[config.mk]
export PLATFORM = sky130hd
export DESIGN_NAME = pivot_integral_feedforward_controller_flat
export DESIGN_NICKNAME = d
export VERILOG_FILES = /design/src/rtl/pifc_pkg.sv /design/src/rtl/pifc_if.sv /design/src/rtl/pifc_ram.sv /design/src/rtl/pifc_div.sv /design/src/rtl/pivot_integral_feedforward_controller.sv /design/src/flat_wrapper.sv
export SDC_FILE = /design/constraint.sdc
export NUM_CORES = 2
export LEC_CHECK = 0
export BUFFER_PORTS_ARGS = -buffer_cell sky130_fd_sc_hd__buf_2
export CAP_MARGIN = 40
export CORE_MARGIN = 4
export CORE_UTILIZATION = 55
export DETAILED_ROUTE_END_ITERATION = 8
export GPL_ROUTABILITY_DRIVEN = 0
export PLACE_DENSITY_LB_ADDON = 0.15
export SLEW_MARGIN = 20
export SYNTH_ARGS = -nofsm -noshare
export SYNTH_HDL_FRONTEND = slang
export SYNTH_SLANG_ARGS = --single-unit
[constraint.sdc]
create_clock -name clk -period 10.4 [get_ports clk]
set_input_delay 2.08 -clock clk [delete_from_list [all_inputs] [get_ports clk]]
set_output_delay 2.08 -clock clk [all_outputs]
set_load 0.1 [all_outputs]
[src/rtl/pifc_pkg.sv]
package pifc_pkg;

  localparam int TableDepthDefault = 16;
  localparam int DeadbandQ12 = 20;
  localparam int DisableHoldMs = 500;
  localparam int CfgIndexWidth = 3;
  localparam int CfgDataWidth = 16;

  localparam logic [1:0] FUNC_TICK    = 2'd0;
  localparam logic [1:0] FUNC_REQUEST = 2'd1;
  localparam logic [1:0] FUNC_START   = 2'd2;
  localparam logic [1:0] FUNC_LOAD    = 2'd3;

  localparam logic [1:0] STATUS_OK       = 2'd0;
  localparam logic [1:0] STATUS_TOO_HIGH = 2'd1;
  localparam logic [1:0] STATUS_TOO_LOW  = 2'd2;
  localparam logic [1:0] STATUS_NOT_RUN  = 2'd3;

  localparam logic [2:0] REG_MIN_ANGLE   = 3'd0;
  localparam logic [2:0] REG_MAX_ANGLE   = 3'd1;
  localparam logic [2:0] REG_KI          = 3'd2;
  localparam logic [2:0] REG_IZONE       = 3'd3;
  localparam logic [2:0] REG_SLOT_EN     = 3'd4;
  localparam logic [2:0] REG_WIN_LOW     = 3'd5;
  localparam logic [2:0] REG_WIN_HIGH    = 3'd6;
  localparam logic [2:0] REG_TABLE_COUNT = 3'd7;

  typedef struct packed {
    logic [1:0]         func;
    logic signed [15:0] position;
    logic               disabled;
    logic [31:0]        time_ms;
    logic signed [15:0] request_angle;
    logic [3:0]         point_index;
    logic signed [15:0] point_angle;
    logic signed [15:0] point_volts;
  } in_item_t;

  typedef struct packed {
    logic signed [15:0] setpoint;
    logic signed [23:0] feedforward;
    logic               gain_slot;
    logic [1:0]         status;
  } out_item_t;

  // Table point: angle key in the upper half, value in the lower half.
  typedef struct packed {
    logic signed [15:0] angle;
    logic signed [15:0] volts;
  } point_t;

endpackage

[src/rtl/pifc_if.sv]
interface pifc_in_if;
  logic valid;
  logic ready;
  pifc_pkg::in_item_t data;
  modport source (output valid, output data, input ready);
  modport sink (input valid, input data, output ready);
endinterface

interface pifc_out_if;
  logic valid;
  logic ready;
  pifc_pkg::out_item_t data;
  modport source (output valid, output data, input ready);
  modport sink (input valid, input data, output ready);
endinterface

[src/rtl/pifc_ram.sv]
module pifc_ram #(
  parameter int Width = 32,
  parameter int Depth = 16
) (
  input  logic                     clk,
  input  logic                     we,
  input  logic [$clog2(Depth)-1:0] waddr,
  input  logic [Width-1:0]         wdata,
  input  logic [$clog2(Depth)-1:0] raddr,
  output logic [Width-1:0]         rdata
);
  logic [Width-1:0] mem [Depth];

  always_ff @(posedge clk) begin
    if (we) begin
      mem[waddr] <= wdata;
    end
    rdata <= mem[raddr];
  end
endmodule

[src/rtl/pifc_div.sv]
// Unsigned restoring divider, one quotient bit per cycle.
module pifc_div #(
  parameter int NumWidth = 48,
  parameter int DenWidth = 17
) (
  input  logic                clk,
  input  logic                rst,
  input  logic                start,
  input  logic [NumWidth-1:0] num,
  input  logic [DenWidth-1:0] den,
  output logic                done,
  output logic [NumWidth-1:0] quot
);
  localparam int CntWidth = $clog2(NumWidth + 1);

  logic [DenWidth:0]   rem;
  logic [DenWidth-1:0] dvs;
  logic [CntWidth-1:0] cnt;
  logic                busy;
  logic [DenWidth:0]   shifted;

  assign shifted = {rem[DenWidth-1:0], quot[NumWidth-1]};

  always_ff @(posedge clk) begin
    if (rst) begin
      busy <= 1'b0;
      done <= 1'b0;
    end else begin
      done <= 1'b0;
      if (start) begin
        busy <= 1'b1;
        cnt  <= CntWidth'(NumWidth);
        rem  <= '0;
        dvs  <= den;
        quot <= num;
      end else if (busy) begin
        if (shifted >= {1'b0, dvs}) begin
          rem  <= shifted - {1'b0, dvs};
          quot <= {quot[NumWidth-2:0], 1'b1};
        end else begin
          rem  <= shifted;
          quot <= {quot[NumWidth-2:0], 1'b0};
        end
        cnt <= cnt - 1'b1;
        if (cnt == CntWidth'(1)) begin
          busy <= 1'b0;
          done <= 1'b1;
        end
      end
    end
  end
endmodule

[src/rtl/pivot_integral_feedforward_controller.sv]
// Pivot angle supervisor with integral term and table feedforward.
// Input channel "in" carries one item (tick, setpoint request, start or table
// point load); every item gives exactly one result on channel "out".
// Configuration is a write port (cfg_we, cfg_index, cfg_data); the user is to
// write it only while idle, as the block itself does not enforce this. Table
// points sit in one synchronous RAM, one point a word. A tick scans the RAM one
// point a cycle until the first key above the position or the last point, then
// divides for the interpolation with a 48-step bit-serial divider when needed.
// Request, start and load items go through execute and done; a tick passes
// execute, the scan on a non-empty table, multiply and divide when it
// interpolates, then the integral gain step before done.
// One item is in work at a time and the next is taken once the result is
// loaded into the output register. A finished item waits while the output
// register still holds an earlier result, and the input is held off until it
// moves on. Reset (synchronous, rst high) clears the setpoint, integral,
// running flag and stamp, empties the output register and restores the
// register defaults. Table contents stay undefined until loaded. When the
// receiver stalls, the result holds in the output register.
module pivot_integral_feedforward_controller #(
  parameter int TableDepth = pifc_pkg::TableDepthDefault
) (
  input  logic                                clk,
  input  logic                                rst,
  pifc_in_if.sink                             in,
  pifc_out_if.source                          out,
  input  logic                                cfg_we,
  input  logic [pifc_pkg::CfgIndexWidth-1:0]  cfg_index,
  input  logic [pifc_pkg::CfgDataWidth-1:0]   cfg_data
);
  localparam int AddrWidth = $clog2(TableDepth);
  localparam int CntWidth  = $clog2(TableDepth + 1);

  typedef enum logic [6:0] {
    ST_IDLE  = 7'b0000001,
    ST_EXEC  = 7'b0000010,
    ST_SCAN  = 7'b0000100,
    ST_MUL   = 7'b0001000,
    ST_DIV   = 7'b0010000,
    ST_KI    = 7'b0100000,
    ST_DONE  = 7'b1000000
  } state_t;

  state_t state;

  logic [14:0]        angle_floor, angle_ceiling, integral_gain, integral_zone;
  logic               slot_switch_enable;
  logic signed [15:0] slot_window_low, slot_window_high;
  logic [4:0]         table_count;

  logic signed [15:0] setpoint_reg;
  logic signed [31:0] integral_sum;
  logic               running_flag;
  logic [31:0]        disable_stamp;
  logic               disable_stamp_held;

  pifc_pkg::in_item_t  item;
  pifc_pkg::out_item_t result;
  logic                out_full;
  logic [1:0]          res_status;
  logic                res_slot;
  logic [1:0]          req_status;
  logic                slot_hit;

  // Point RAM.
  logic                 ram_we;
  logic [AddrWidth-1:0] ram_waddr, ram_raddr;
  pifc_pkg::point_t     ram_wdata, ram_rdata;

  pifc_ram #(.Width($bits(pifc_pkg::point_t)), .Depth(TableDepth)) u_ram (
    .clk, .we(ram_we), .waddr(ram_waddr), .wdata(ram_wdata),
    .raddr(ram_raddr), .rdata(ram_rdata)
  );

  // Scan bookkeeping.
  logic [CntWidth-1:0]  n_pts;
  logic [CntWidth-1:0]  scan_idx;   // index of the point whose data arrives now
  logic                 scan_wait;  // first cycle: read still in flight
  pifc_pkg::point_t     prev_pt;
  logic signed [15:0]   lo_angle, hi_angle;
  logic signed [15:0]   lo_val;
  logic signed [24:0]   table_val;
  logic signed [47:0]   product;
  logic                 prod_neg;
  logic signed [46:0]   ki_prod;

  // Divider.
  logic        div_start, div_done;
  logic [47:0] div_num, div_quot;
  logic [16:0] div_den;
  logic [16:0] span;

  pifc_div #(.NumWidth(48), .DenWidth(17)) u_div (
    .clk, .rst, .start(div_start), .num(div_num), .den(div_den),
    .done(div_done), .quot(div_quot)
  );

  assign in.ready = (state == ST_IDLE);
  assign out.valid = out_full;
  assign out.data  = result;

  always_comb begin
    if (32'(table_count) > 32'(TableDepth)) begin
      n_pts = CntWidth'(TableDepth);
    end else begin
      n_pts = CntWidth'(table_count);
    end
  end

  always_comb begin
    ram_we    = in.valid && in.ready && (in.data.func == pifc_pkg::FUNC_LOAD) &&
                (32'(in.data.point_index) < 32'(TableDepth));
    ram_waddr = AddrWidth'(in.data.point_index);
    ram_wdata = '{angle: in.data.point_angle, volts: in.data.point_volts};
    if (state == ST_SCAN && !scan_wait) begin
      ram_raddr = AddrWidth'(scan_idx + 1'b1);
    end else begin
      ram_raddr = '0;
    end
  end

  always_comb begin
    if (item.request_angle > $signed({1'b0, angle_ceiling})) begin
      req_status = pifc_pkg::STATUS_TOO_HIGH;
    end else if (item.request_angle < $signed({1'b0, angle_floor})) begin
      req_status = pifc_pkg::STATUS_TOO_LOW;
    end else if (!running_flag) begin
      req_status = pifc_pkg::STATUS_NOT_RUN;
    end else begin
      req_status = pifc_pkg::STATUS_OK;
    end
  end

  assign slot_hit = slot_switch_enable && (item.position > slot_window_low) &&
                    (item.position < slot_window_high);

  // Tick arithmetic on the integral.
  logic signed [16:0] err;
  logic [16:0]        aerr;
  logic signed [32:0] isum_add;
  logic signed [31:0] isum_sat;

  always_comb begin
    err  = 17'(setpoint_reg) - 17'(item.position);
    aerr = err[16] ? 17'(-err) : 17'(err);
    isum_add = 33'(integral_sum) + 33'(err);
    if (isum_add > 33'sh0_7FFF_FFFF) begin
      isum_sat = 32'sh7FFF_FFFF;
    end else if (isum_add < -33'sh0_8000_0000) begin
      isum_sat = 32'sh8000_0000;
    end else begin
      isum_sat = isum_add[31:0];
    end
  end

  logic signed [33:0] ki_term;
  logic [46:0]        ki_mag;
  logic [32:0]        ki_q;
  logic signed [34:0] ff_sum;
  logic signed [23:0] ff_sat;

  always_comb begin
    ki_mag = ki_prod[46] ? 47'(-ki_prod) : 47'(ki_prod);
    ki_q   = 33'((ki_mag + 47'd8192) >> 14);
    ki_term = ki_prod[46] ? -$signed({1'b0, ki_q}) : $signed({1'b0, ki_q});
    ff_sum = 35'(table_val) + 35'(ki_term);
    if (ff_sum > 35'sd8388607) begin
      ff_sat = 24'sd8388607;
    end else if (ff_sum < -35'sd8388608) begin
      ff_sat = -24'sd8388608;
    end else begin
      ff_sat = ff_sum[23:0];
    end
  end

  always_comb begin
    span      = 17'(hi_angle) - 17'(lo_angle);
    div_start = (state == ST_MUL);
    div_num   = (product[47] ? 48'(-product) : 48'(product)) + 48'(span >> 1);
    div_den   = span;
  end

  always_ff @(posedge clk) begin
    if (rst) begin
      state              <= ST_IDLE;
      out_full           <= 1'b0;
      angle_floor        <= '0;
      angle_ceiling      <= 15'd25723;
      integral_gain      <= '0;
      integral_zone      <= '0;
      slot_switch_enable <= 1'b0;
      slot_window_low    <= '0;
      slot_window_high   <= '0;
      table_count        <= '0;
      setpoint_reg       <= '0;
      integral_sum       <= '0;
      running_flag       <= 1'b0;
      disable_stamp      <= '0;
      disable_stamp_held <= 1'b1;
    end else begin
      if (cfg_we) begin
        case (cfg_index)
          pifc_pkg::REG_MIN_ANGLE:   angle_floor        <= cfg_data[14:0];
          pifc_pkg::REG_MAX_ANGLE:   angle_ceiling      <= cfg_data[14:0];
          pifc_pkg::REG_KI:          integral_gain      <= cfg_data[14:0];
          pifc_pkg::REG_IZONE:       integral_zone      <= cfg_data[14:0];
          pifc_pkg::REG_SLOT_EN:     slot_switch_enable <= cfg_data[0];
          pifc_pkg::REG_WIN_LOW:     slot_window_low    <= cfg_data;
          pifc_pkg::REG_WIN_HIGH:    slot_window_high   <= cfg_data;
          pifc_pkg::REG_TABLE_COUNT: table_count        <= cfg_data[4:0];
          default: ;
        endcase
      end
      if (state == ST_DONE && (!out_full || out.ready)) begin
        out_full <= 1'b1;
      end else if (out.valid && out.ready) begin
        out_full <= 1'b0;
      end
      case (state)
        ST_IDLE: begin
          if (in.valid && in.ready) begin
            item  <= in.data;
            state <= ST_EXEC;
          end
        end
        ST_EXEC: begin
          res_status <= (item.func == pifc_pkg::FUNC_REQUEST) ? req_status
                                                              : pifc_pkg::STATUS_OK;
          res_slot   <= (item.func == pifc_pkg::FUNC_TICK) && slot_hit;
          case (item.func)
            pifc_pkg::FUNC_TICK: begin
              if (item.disabled) begin
                if (!disable_stamp_held) begin
                  disable_stamp      <= item.time_ms;
                  disable_stamp_held <= 1'b1;
                end else if ((item.time_ms - disable_stamp) > 32'(pifc_pkg::DisableHoldMs)) begin
                  setpoint_reg <= item.position;
                end
                integral_sum <= '0;
              end else begin
                disable_stamp_held <= 1'b0;
                if (aerr <= 17'(pifc_pkg::DeadbandQ12) || aerr > 17'(integral_zone)) begin
                  integral_sum <= '0;
                end else begin
                  integral_sum <= isum_sat;
                end
              end
              scan_idx  <= '0;
              scan_wait <= 1'b1;
              table_val <= '0;
              if (n_pts == '0) begin
                state <= ST_KI;
              end else begin
                state <= ST_SCAN;
              end
            end
            pifc_pkg::FUNC_REQUEST: begin
              if (req_status == pifc_pkg::STATUS_OK) begin
                setpoint_reg <= item.request_angle;
              end
              state <= ST_DONE;
            end
            pifc_pkg::FUNC_START: begin
              running_flag <= 1'b1;
              setpoint_reg <= $signed({1'b0, angle_floor});
              integral_sum <= '0;
              state        <= ST_DONE;
            end
            default: state <= ST_DONE;
          endcase
        end
        ST_SCAN: begin
          if (scan_wait) begin
            scan_wait <= 1'b0;
          end else begin
            prev_pt  <= ram_rdata;
            scan_idx <= scan_idx + 1'b1;
            if (ram_rdata.angle > item.position) begin
              if (scan_idx == '0) begin
                table_val <= 25'(ram_rdata.volts);
                state     <= ST_KI;
              end else if (ram_rdata.angle <= prev_pt.angle) begin
                table_val <= 25'(prev_pt.volts);
                state     <= ST_KI;
              end else begin
                lo_angle <= prev_pt.angle;
                hi_angle <= ram_rdata.angle;
                lo_val   <= prev_pt.volts;
                product  <= 48'((17'(ram_rdata.volts) - 17'(prev_pt.volts)) *
                                (18'(item.position) - 18'(prev_pt.angle)));
                state    <= ST_MUL;
              end
            end else if (scan_idx + 1'b1 == n_pts) begin
              table_val <= 25'(ram_rdata.volts);
              state     <= ST_KI;
            end
          end
        end
        ST_MUL: begin
          prod_neg <= product[47];
          state    <= ST_DIV;
        end
        ST_DIV: begin
          if (div_done) begin
            if (prod_neg) begin
              table_val <= 25'(lo_val) - 25'(div_quot);
            end else begin
              table_val <= 25'(lo_val) + 25'(div_quot);
            end
            state <= ST_KI;
          end
        end
        ST_KI: begin
          ki_prod <= 47'($signed({1'b0, integral_gain}) * integral_sum);
          state   <= ST_DONE;
        end
        ST_DONE: begin
          // The finished item moves out once the output register is free.
          if (!out_full || out.ready) begin
            result.setpoint    <= setpoint_reg;
            result.feedforward <= (item.func == pifc_pkg::FUNC_TICK) ? ff_sat : '0;
            result.gain_slot   <= res_slot;
            result.status      <= res_status;
            state              <= ST_IDLE;
          end
        end
        default: state <= ST_IDLE;
      endcase
    end
  end

endmodule

[src/flat_wrapper.sv]
// flat-port wrapper written by rule: the top's interface ports become plain ports
module pivot_integral_feedforward_controller_flat 
#(
  parameter int TableDepth = pifc_pkg::TableDepthDefault
)
  (clk, rst, cfg_we, cfg_index, cfg_data, in_valid, in_data, in_ready, out_valid, out_data, out_ready);
  pifc_in_if in_i ();
  pifc_out_if out_i ();
  input  logic clk;
  input  logic rst;
  input  logic cfg_we;
  input  logic [pifc_pkg::CfgIndexWidth-1:0] cfg_index;
  input  logic [pifc_pkg::CfgDataWidth-1:0] cfg_data;
  input wire logic [$bits(in_i.valid)-1:0] in_valid;
  input wire logic [$bits(in_i.data)-1:0] in_data;
  output wire logic [$bits(in_i.ready)-1:0] in_ready;
  output wire logic [$bits(out_i.valid)-1:0] out_valid;
  output wire logic [$bits(out_i.data)-1:0] out_data;
  input wire logic [$bits(out_i.ready)-1:0] out_ready;
  assign in_i.valid = in_valid;
  assign in_i.data = in_data;
  assign in_ready = in_i.ready;
  assign out_valid = out_i.valid;
  assign out_data = out_i.data;
  assign out_i.ready = out_ready;
  pivot_integral_feedforward_controller #(.TableDepth(TableDepth)) u_core (.clk(clk), .rst(rst), .in(in_i), .out(out_i), .cfg_we(cfg_we), .cfg_index(cfg_index), .cfg_data(cfg_data));
endmodule
* Yosys cells after proc, flatten, opt, wreduce, memory -nomap -nowiden
Memories as Yosys holds them, arrays and structs flattened. A register that Yosys moved wholly into a read port is not among the register bits. Cells that the tools add are included.
Word-level totals: flip-flop bits (word level) 598, memory bits (writable) 512, logic and storage cells 228, memories kept 1
Cells by class: add/sub/neg operators 18, multiply operators 2, $lt $le $gt $ge 15, equal/unequal tests 30, mux-type cells 61, bitwise gates (word level) 7, reductions and logical operators 50
Memory list:
- u_core.u_ram.mem | depth 16, width 32, rd ports 1, clocked after Yosys merged registers in 1, write ports 1, line pifc_ram.sv:12 | logic [Width-1:0] mem [Depth];
Operators by type and width (number):
- two-way mux 25 bit | 8
- two-way mux 48 bit | 3
- two-way mux 32 bit | 4
- one-hot mux 25 bit (3 select lines) | 1
- subtractor 16 x 16 -> 17 bit | 4
- two-way mux 16 bit | 4
- one-hot mux 32 bit (2 select lines) | 1
- two-way mux 7 bit | 8
- two-way mux 17 bit | 3
- one-hot mux 7 bit (7 select lines) | 1
- adder 48 x 16 -> 48 bit | 1
- greater-than comparator 16 bit | 3
- multiplier 48 x 48 -> 48 bit | 1
- negation 48 bit | 1
- one-hot mux 16 bit (3 select lines) | 1
- adder 47 x 14 -> 47 bit (second input constant) | 1
- multiplier 16 x 32 -> 47 bit | 1
- two-way mux 47 bit | 1
- negation 47 bit | 1
- adder 25 x 34 -> 35 bit | 1
- greater-than comparator 35 x 24 -> 1 bit (second input constant) | 1
- < comparator 35 x 24 -> 1 bit (second input constant) | 1
- two-way mux 34 bit | 1
- negation 33 -> 34 bit | 1
- other kinds (61) | 130

* Longest topological paths before layout
depth after elaboration 9, depth in mapped cells 40, mapped depth without buffers 38

* Modules after synthesis
Synthesis repeated with hierarchy kept, for this count alone.
Unflattened totals: cell total of the unflattened synthesis 8179, area total of the unflattened synthesis 86885.8 µm²
By module, submodules not included:
- pivot_integral_feedforward_controller | times used 1, cells an instance 6987, area each 62409.9 µm²
- pifc_ram | times used 1, cells an instance 838, area each 19835.3 µm²
- pifc_div | times used 1, cells an instance 354, area each 4640.7 µm²

* Worst setup path after synthesis
No wires, ideal clock.
path type input to register, start input port rst, end register u_core.hi_angle[0], enable pin, arrival 9.117 ns, required time 9.839 ns, setup slack 0.722 ns, cell stages on the path 4, buffers on the path 2, path through clkbuf_1 > clkbuf_1 > nor3_1 > nor2b_1
On the way: cells in the longest elaborated chain, start to end 2
Ends and longest elaborated chain:
- start: declaration | line flat_wrapper.sv:10 | input logic rst;
- inverter 1 bit (no source line)
- AND reduction 6 bit (no source line)
- end signal: assignment | line pivot_integral_feedforward_controller.sv:286 | hi_angle <= ram_rdata.angle;
- end: declaration | line pivot_integral_feedforward_controller.sv:79 | logic signed [15:0] lo_angle, hi_angle;
No other way between the ends. A chain may end at the register's enable or synchronous reset.

* Worst setup path in the final report
start register u_core.prev_pt[0] (netlist name), end register u_core.product[43], data pin
On the way: cells in the longest elaborated chain, start to end 2
Ends and longest elaborated chain:
- start: declaration | line pivot_integral_feedforward_controller.sv:78 | pifc_pkg::point_t prev_pt;
- start signal: assignment | line pivot_integral_feedforward_controller.sv:275 | prev_pt <= ram_rdata;
- subtractor 16 x 16 -> 17 bit | line pivot_integral_feedforward_controller.sv:288 | product <= 48'((17'(ram_rdata.volts) - 17'(prev_pt.volts)) *
- multiplier 48 x 48 -> 48 bit | line pivot_integral_feedforward_controller.sv:288
- end signal: assignment | line pivot_integral_feedforward_controller.sv:288
- end: declaration | line pivot_integral_feedforward_controller.sv:82 | logic signed [47:0] product;
No other way between the ends.

==> reports/results.md <==
Status
* **outcome** complete, no violations

Layout
* **core utilization of the finished layout** 0.607
* **area delta synth->final** 9.24%
* **register with the highest flop count** u_core.u_ram.mem
* **number of fill cells** 13.2k
* **Regs by FF count** u_core.u_ram.mem (512), u_core.item (67)
* **flip-flop count of the largest register after layout** 512
* **layout cells sized above 1** 0.0728
* **Post-Layout Cell Count** 11.2k
* **final net count** 10.5k

Synthesis
* **number of warnings reported in the yosys synthesis log** 0
* **number of library cell types mapped by synthesis** 103
* **dominant combinational cell family by area after synthesis** adder cells
* **dominant cell by count in the synthesized netlist** nand2_1
* **instance count of the mapped netlist** 8958
* **Mapped Avg Cell Area** 9.86 sq um
* **post-synthesis compound-gate area fraction** 0.132
* **net count of the mapped netlist** 10.4k
* **cell taking the most area after synthesis** edfxtp_1
* **post-synthesis share of cell area spent on full adders, half adders and majority gates** 0.251
* **share of async-settable or async-resettable flops after synthesis** 0
* **part of the Yosys area used for sequential elements** 0.363
* **share of synthesized area spent on multiplexers** 0.00363
* **dominant synthesized flop cell** edfxtp_1
* **simple-gate area share of the yosys netlist** 0.145
* **number of enable-type register cells in the synthesized netlist** 920
* **area share of the leading cell type in the synthesized netlist** 0.313
* **cell types with the largest area share after synthesis** edfxtp_1 (31%), fa_1 (17%), ha_1 (7.7%)
* **top cell types by occurrence after synthesis** nand2_1 (1281), inv_1 (1076), edfxtp_1 (920)
* **register bit total from synthesis** 1142
* **Post-Synthesis Cell Area** 0.0883 sq mm
* **xor/xnor cell area share of the yosys netlist** 0.0418

Placed design
* **quantity of I/O buffers inserted on ports** 171
* **DP HPWL** 172000 um
* **number of placed instances with taps included** 10.9k

Clock tree
* **CTS tree** yes
* **number of levels the H-tree was split into** 4
* **buffer cell driving the clock tree root** clkbuf_16
* **sinks on the clock net** 1142
* **later-pin clock latency in the skew report** 0.81 ns
* **deepest clock path buffer count** 3
* **TritonCTS buffer count** 130
* **buffers inserted by post-CTS timing repair** 0
* **post-cts hold buffer count** 0
* **Reg clk slew, reported paths** 0.06 ns

STA
* **final setup violation count** 0
* **worst slew slack as a fraction of its limit** 0.379
* **pins over their slew limit** 0
* **Period Utilization, post-route** 0.943
* **largest clock skew in the final design** 0.0645 ns
* **post-layout min period** 9.81 ns
* **unrepaired setup endpoints after global routing** false
* **final-layout setup total negative slack** 0 ns
* **endpoints failing hold** 0
* **Fmax achieved** 0.102 GHz
* **transition at the pin with the smallest max-transition slack** 0.925 ns

Setup path
* **Req. time, crit path** 10.93 ns
* **setup slack of the worst register-to-register path** 0.59 ns
* **type of the worst setup path** flop to flop
* **Reg-to-Reg End** u_core.product[43]
* **number of cell instances on the worst register-to-register path** 33
* **endpoint type of the worst setup path** flop
* **Most Frequent Cell on Critical Path** fa_1
* **Critical R2R Launch** u_core.prev_pt[0]
* **largest driver fanout on the critical path** 7
* **WP data arrival** 10.34 ns
* **highest-delay cell along the critical path** fa_1
* **max incr delay on CP** 0.58 ns
* **category of the worst setup path launch point** flop

Die
* **Initial Utilization** 0.556
* **Core Area** 0.159 sq mm
* **count of standard-cell rows** 146
* **area of the die** 0.167 sq mm
* **I/O pin total** 172
* **Die Width** 409 um
* **die outline height** 409 um

Route
* **routed length per placed instance** 21.3 um
* **wire length reported by the detailed router** 239000 um
* **DR vias** 66.7k
* **final antenna-violating net count** 0
* **Avg Vias per Cell** 5.95
* **count of routing violations after the opening detailed-route iteration** 6027
* **post-detailed-route DRC marker count** 0
* **number of detailed-routing iterations run before antenna repair** 6

Global route
* **sum of overflow across all layers after global routing** 0
* **antenna violations before repair** 17
* **pin count of the biggest net entering global routing** 130
* **Total Routing Usage GR** 0.282
* **global-route wire length before repair** 373000 um
* **via count of the first global-routing pass** 66.4k

Power
* **Worst IR Drop VDD** 0.326 mV
* **pwr/cell area** 185 mW/mm^2
* **Power Total** 0.0178 W
* **reported leakage power** 38.8 nW

Run
* **number of maximum-capacitance constraint violations** 0

Hold path
* **class of the most critical hold timing path** flop to flop
* **source of the worst hold timing path** u_core.prev_pt[25]
* **worst-case hold path end point** u_core.lo_angle[9]
* **Worst Hold Path Cells** 0

==> kinds of logic after synthesis <==
| logic type | after synthesis |
|---|---|
| flip-flops | 1142 |
| AO/OA/AOI/OAI | 1834 |
| buffers and inverters | 1474 |
| AND/OR/NAND/NOR | 2746 |
| adder cells (fa/ha/maj) | 1311 |
| XOR/XNOR | 421 |
| multiplexers | 30 |
==> cell usage in the layout, fill, tap and decap left out, types with 37 or more instances in the layout <==
cell type and count:
o21a_1 66, xnor2_1 273, a31oi_1 116, nand3_1 135, xor2_1 147, and3_1 46
nor4_1 43, buf_2 170, nand4_1 77, clkbuf_16 130, dfxtp_1 222, nand2b_1 78
a21o_1 125, o21ai_0 304, nand2_1 1278, o22ai_1 150, nor2b_1 82, ha_1 540
a311oi_1 72, or3_1 37, nor2_1 464, nor3_1 98, a211oi_1 95, and2_1 224
edfxtp_1 920, fa_1 770, a21oi_1 543, o211ai_1 51, inv_1 1075, buf_4 124
==> power breakdown <==
group	leakage (nW)	internal [W]	total (W)	switching, W
combinational	26.5	0.00331	0.00772	0.00441
clock	2.13	0.00267	0.00467	0.00200
sequential	10.1	0.00541	0.00545	0.0000426
==> final cells by class <==
type,instances,area [sq um],area share
timing repair buffer,327,2320,0.0241
antenna,14,35.0,0.000363
sequential,1142,32100,0.333
inverter,1077,4050,0.0420
clock buffer,169,3490,0.0362
multi-input combinational,6342,51000,0.528
clock inverter,70,925,0.00959
tap,2072,2590,0.0269
==> critical path: cells and delay by family, from the launching register on <==
kind,cells,cell delay (ns)
buffers and inverters,3,0.62
DFF,1,0.41
AOI/OAI and AO/OA,15,3.57
and+or+nand+nor,6,0.78
adders and majority gates,9,4.18
==> stage by stage <==
step | hold WS [ns] | area [sq um] | setup slack, ns
finish | 0.414 | 96400 | 0.595
global route | 0.420 | 96400 | 0.0241
CTS | 0.413 | 96100 | 0.299
detailed placement | 0.407 | 91600 | 0.322
global placement | 0.411 | 91400 | 0.498
floorplan | 0.400 | 88300 | 0.722
==> metal layers <==
layer,track usage,part of all wire,vias up
li1,-,-,30824
met1,0.384,0.42,32823
met2,0.449,0.46,2573
met3,0.0585,0.085,483
met4,0.104,0.039,8
met5,0,0.00024,-
==> how the worst max path moves through the flow <==
stage                            from                 end  slack (ns)  depth (start not counted)
finish              u_core.prev_pt[0]  u_core.product[43]        0.59                         33
global route        u_core.prev_pt[0]  u_core.product[43]        0.02                         33
CTS                 u_core.prev_pt[0]  u_core.product[39]        0.30                         37
detailed placement  u_core.prev_pt[0]  u_core.product[43]        0.32                         37
global placement    u_core.prev_pt[0]  u_core.product[41]        0.50                         37
floorplan                         rst  u_core.hi_angle[0]        0.72                          4
==> repair_timing <==
action / in CTS / in global routing
endpoints found under the setup margin: 0 / 13
endpoints found under the hold margin: 0 / 0
resized for setup: 0 / 11
Power figures use the tool's default switching activity.
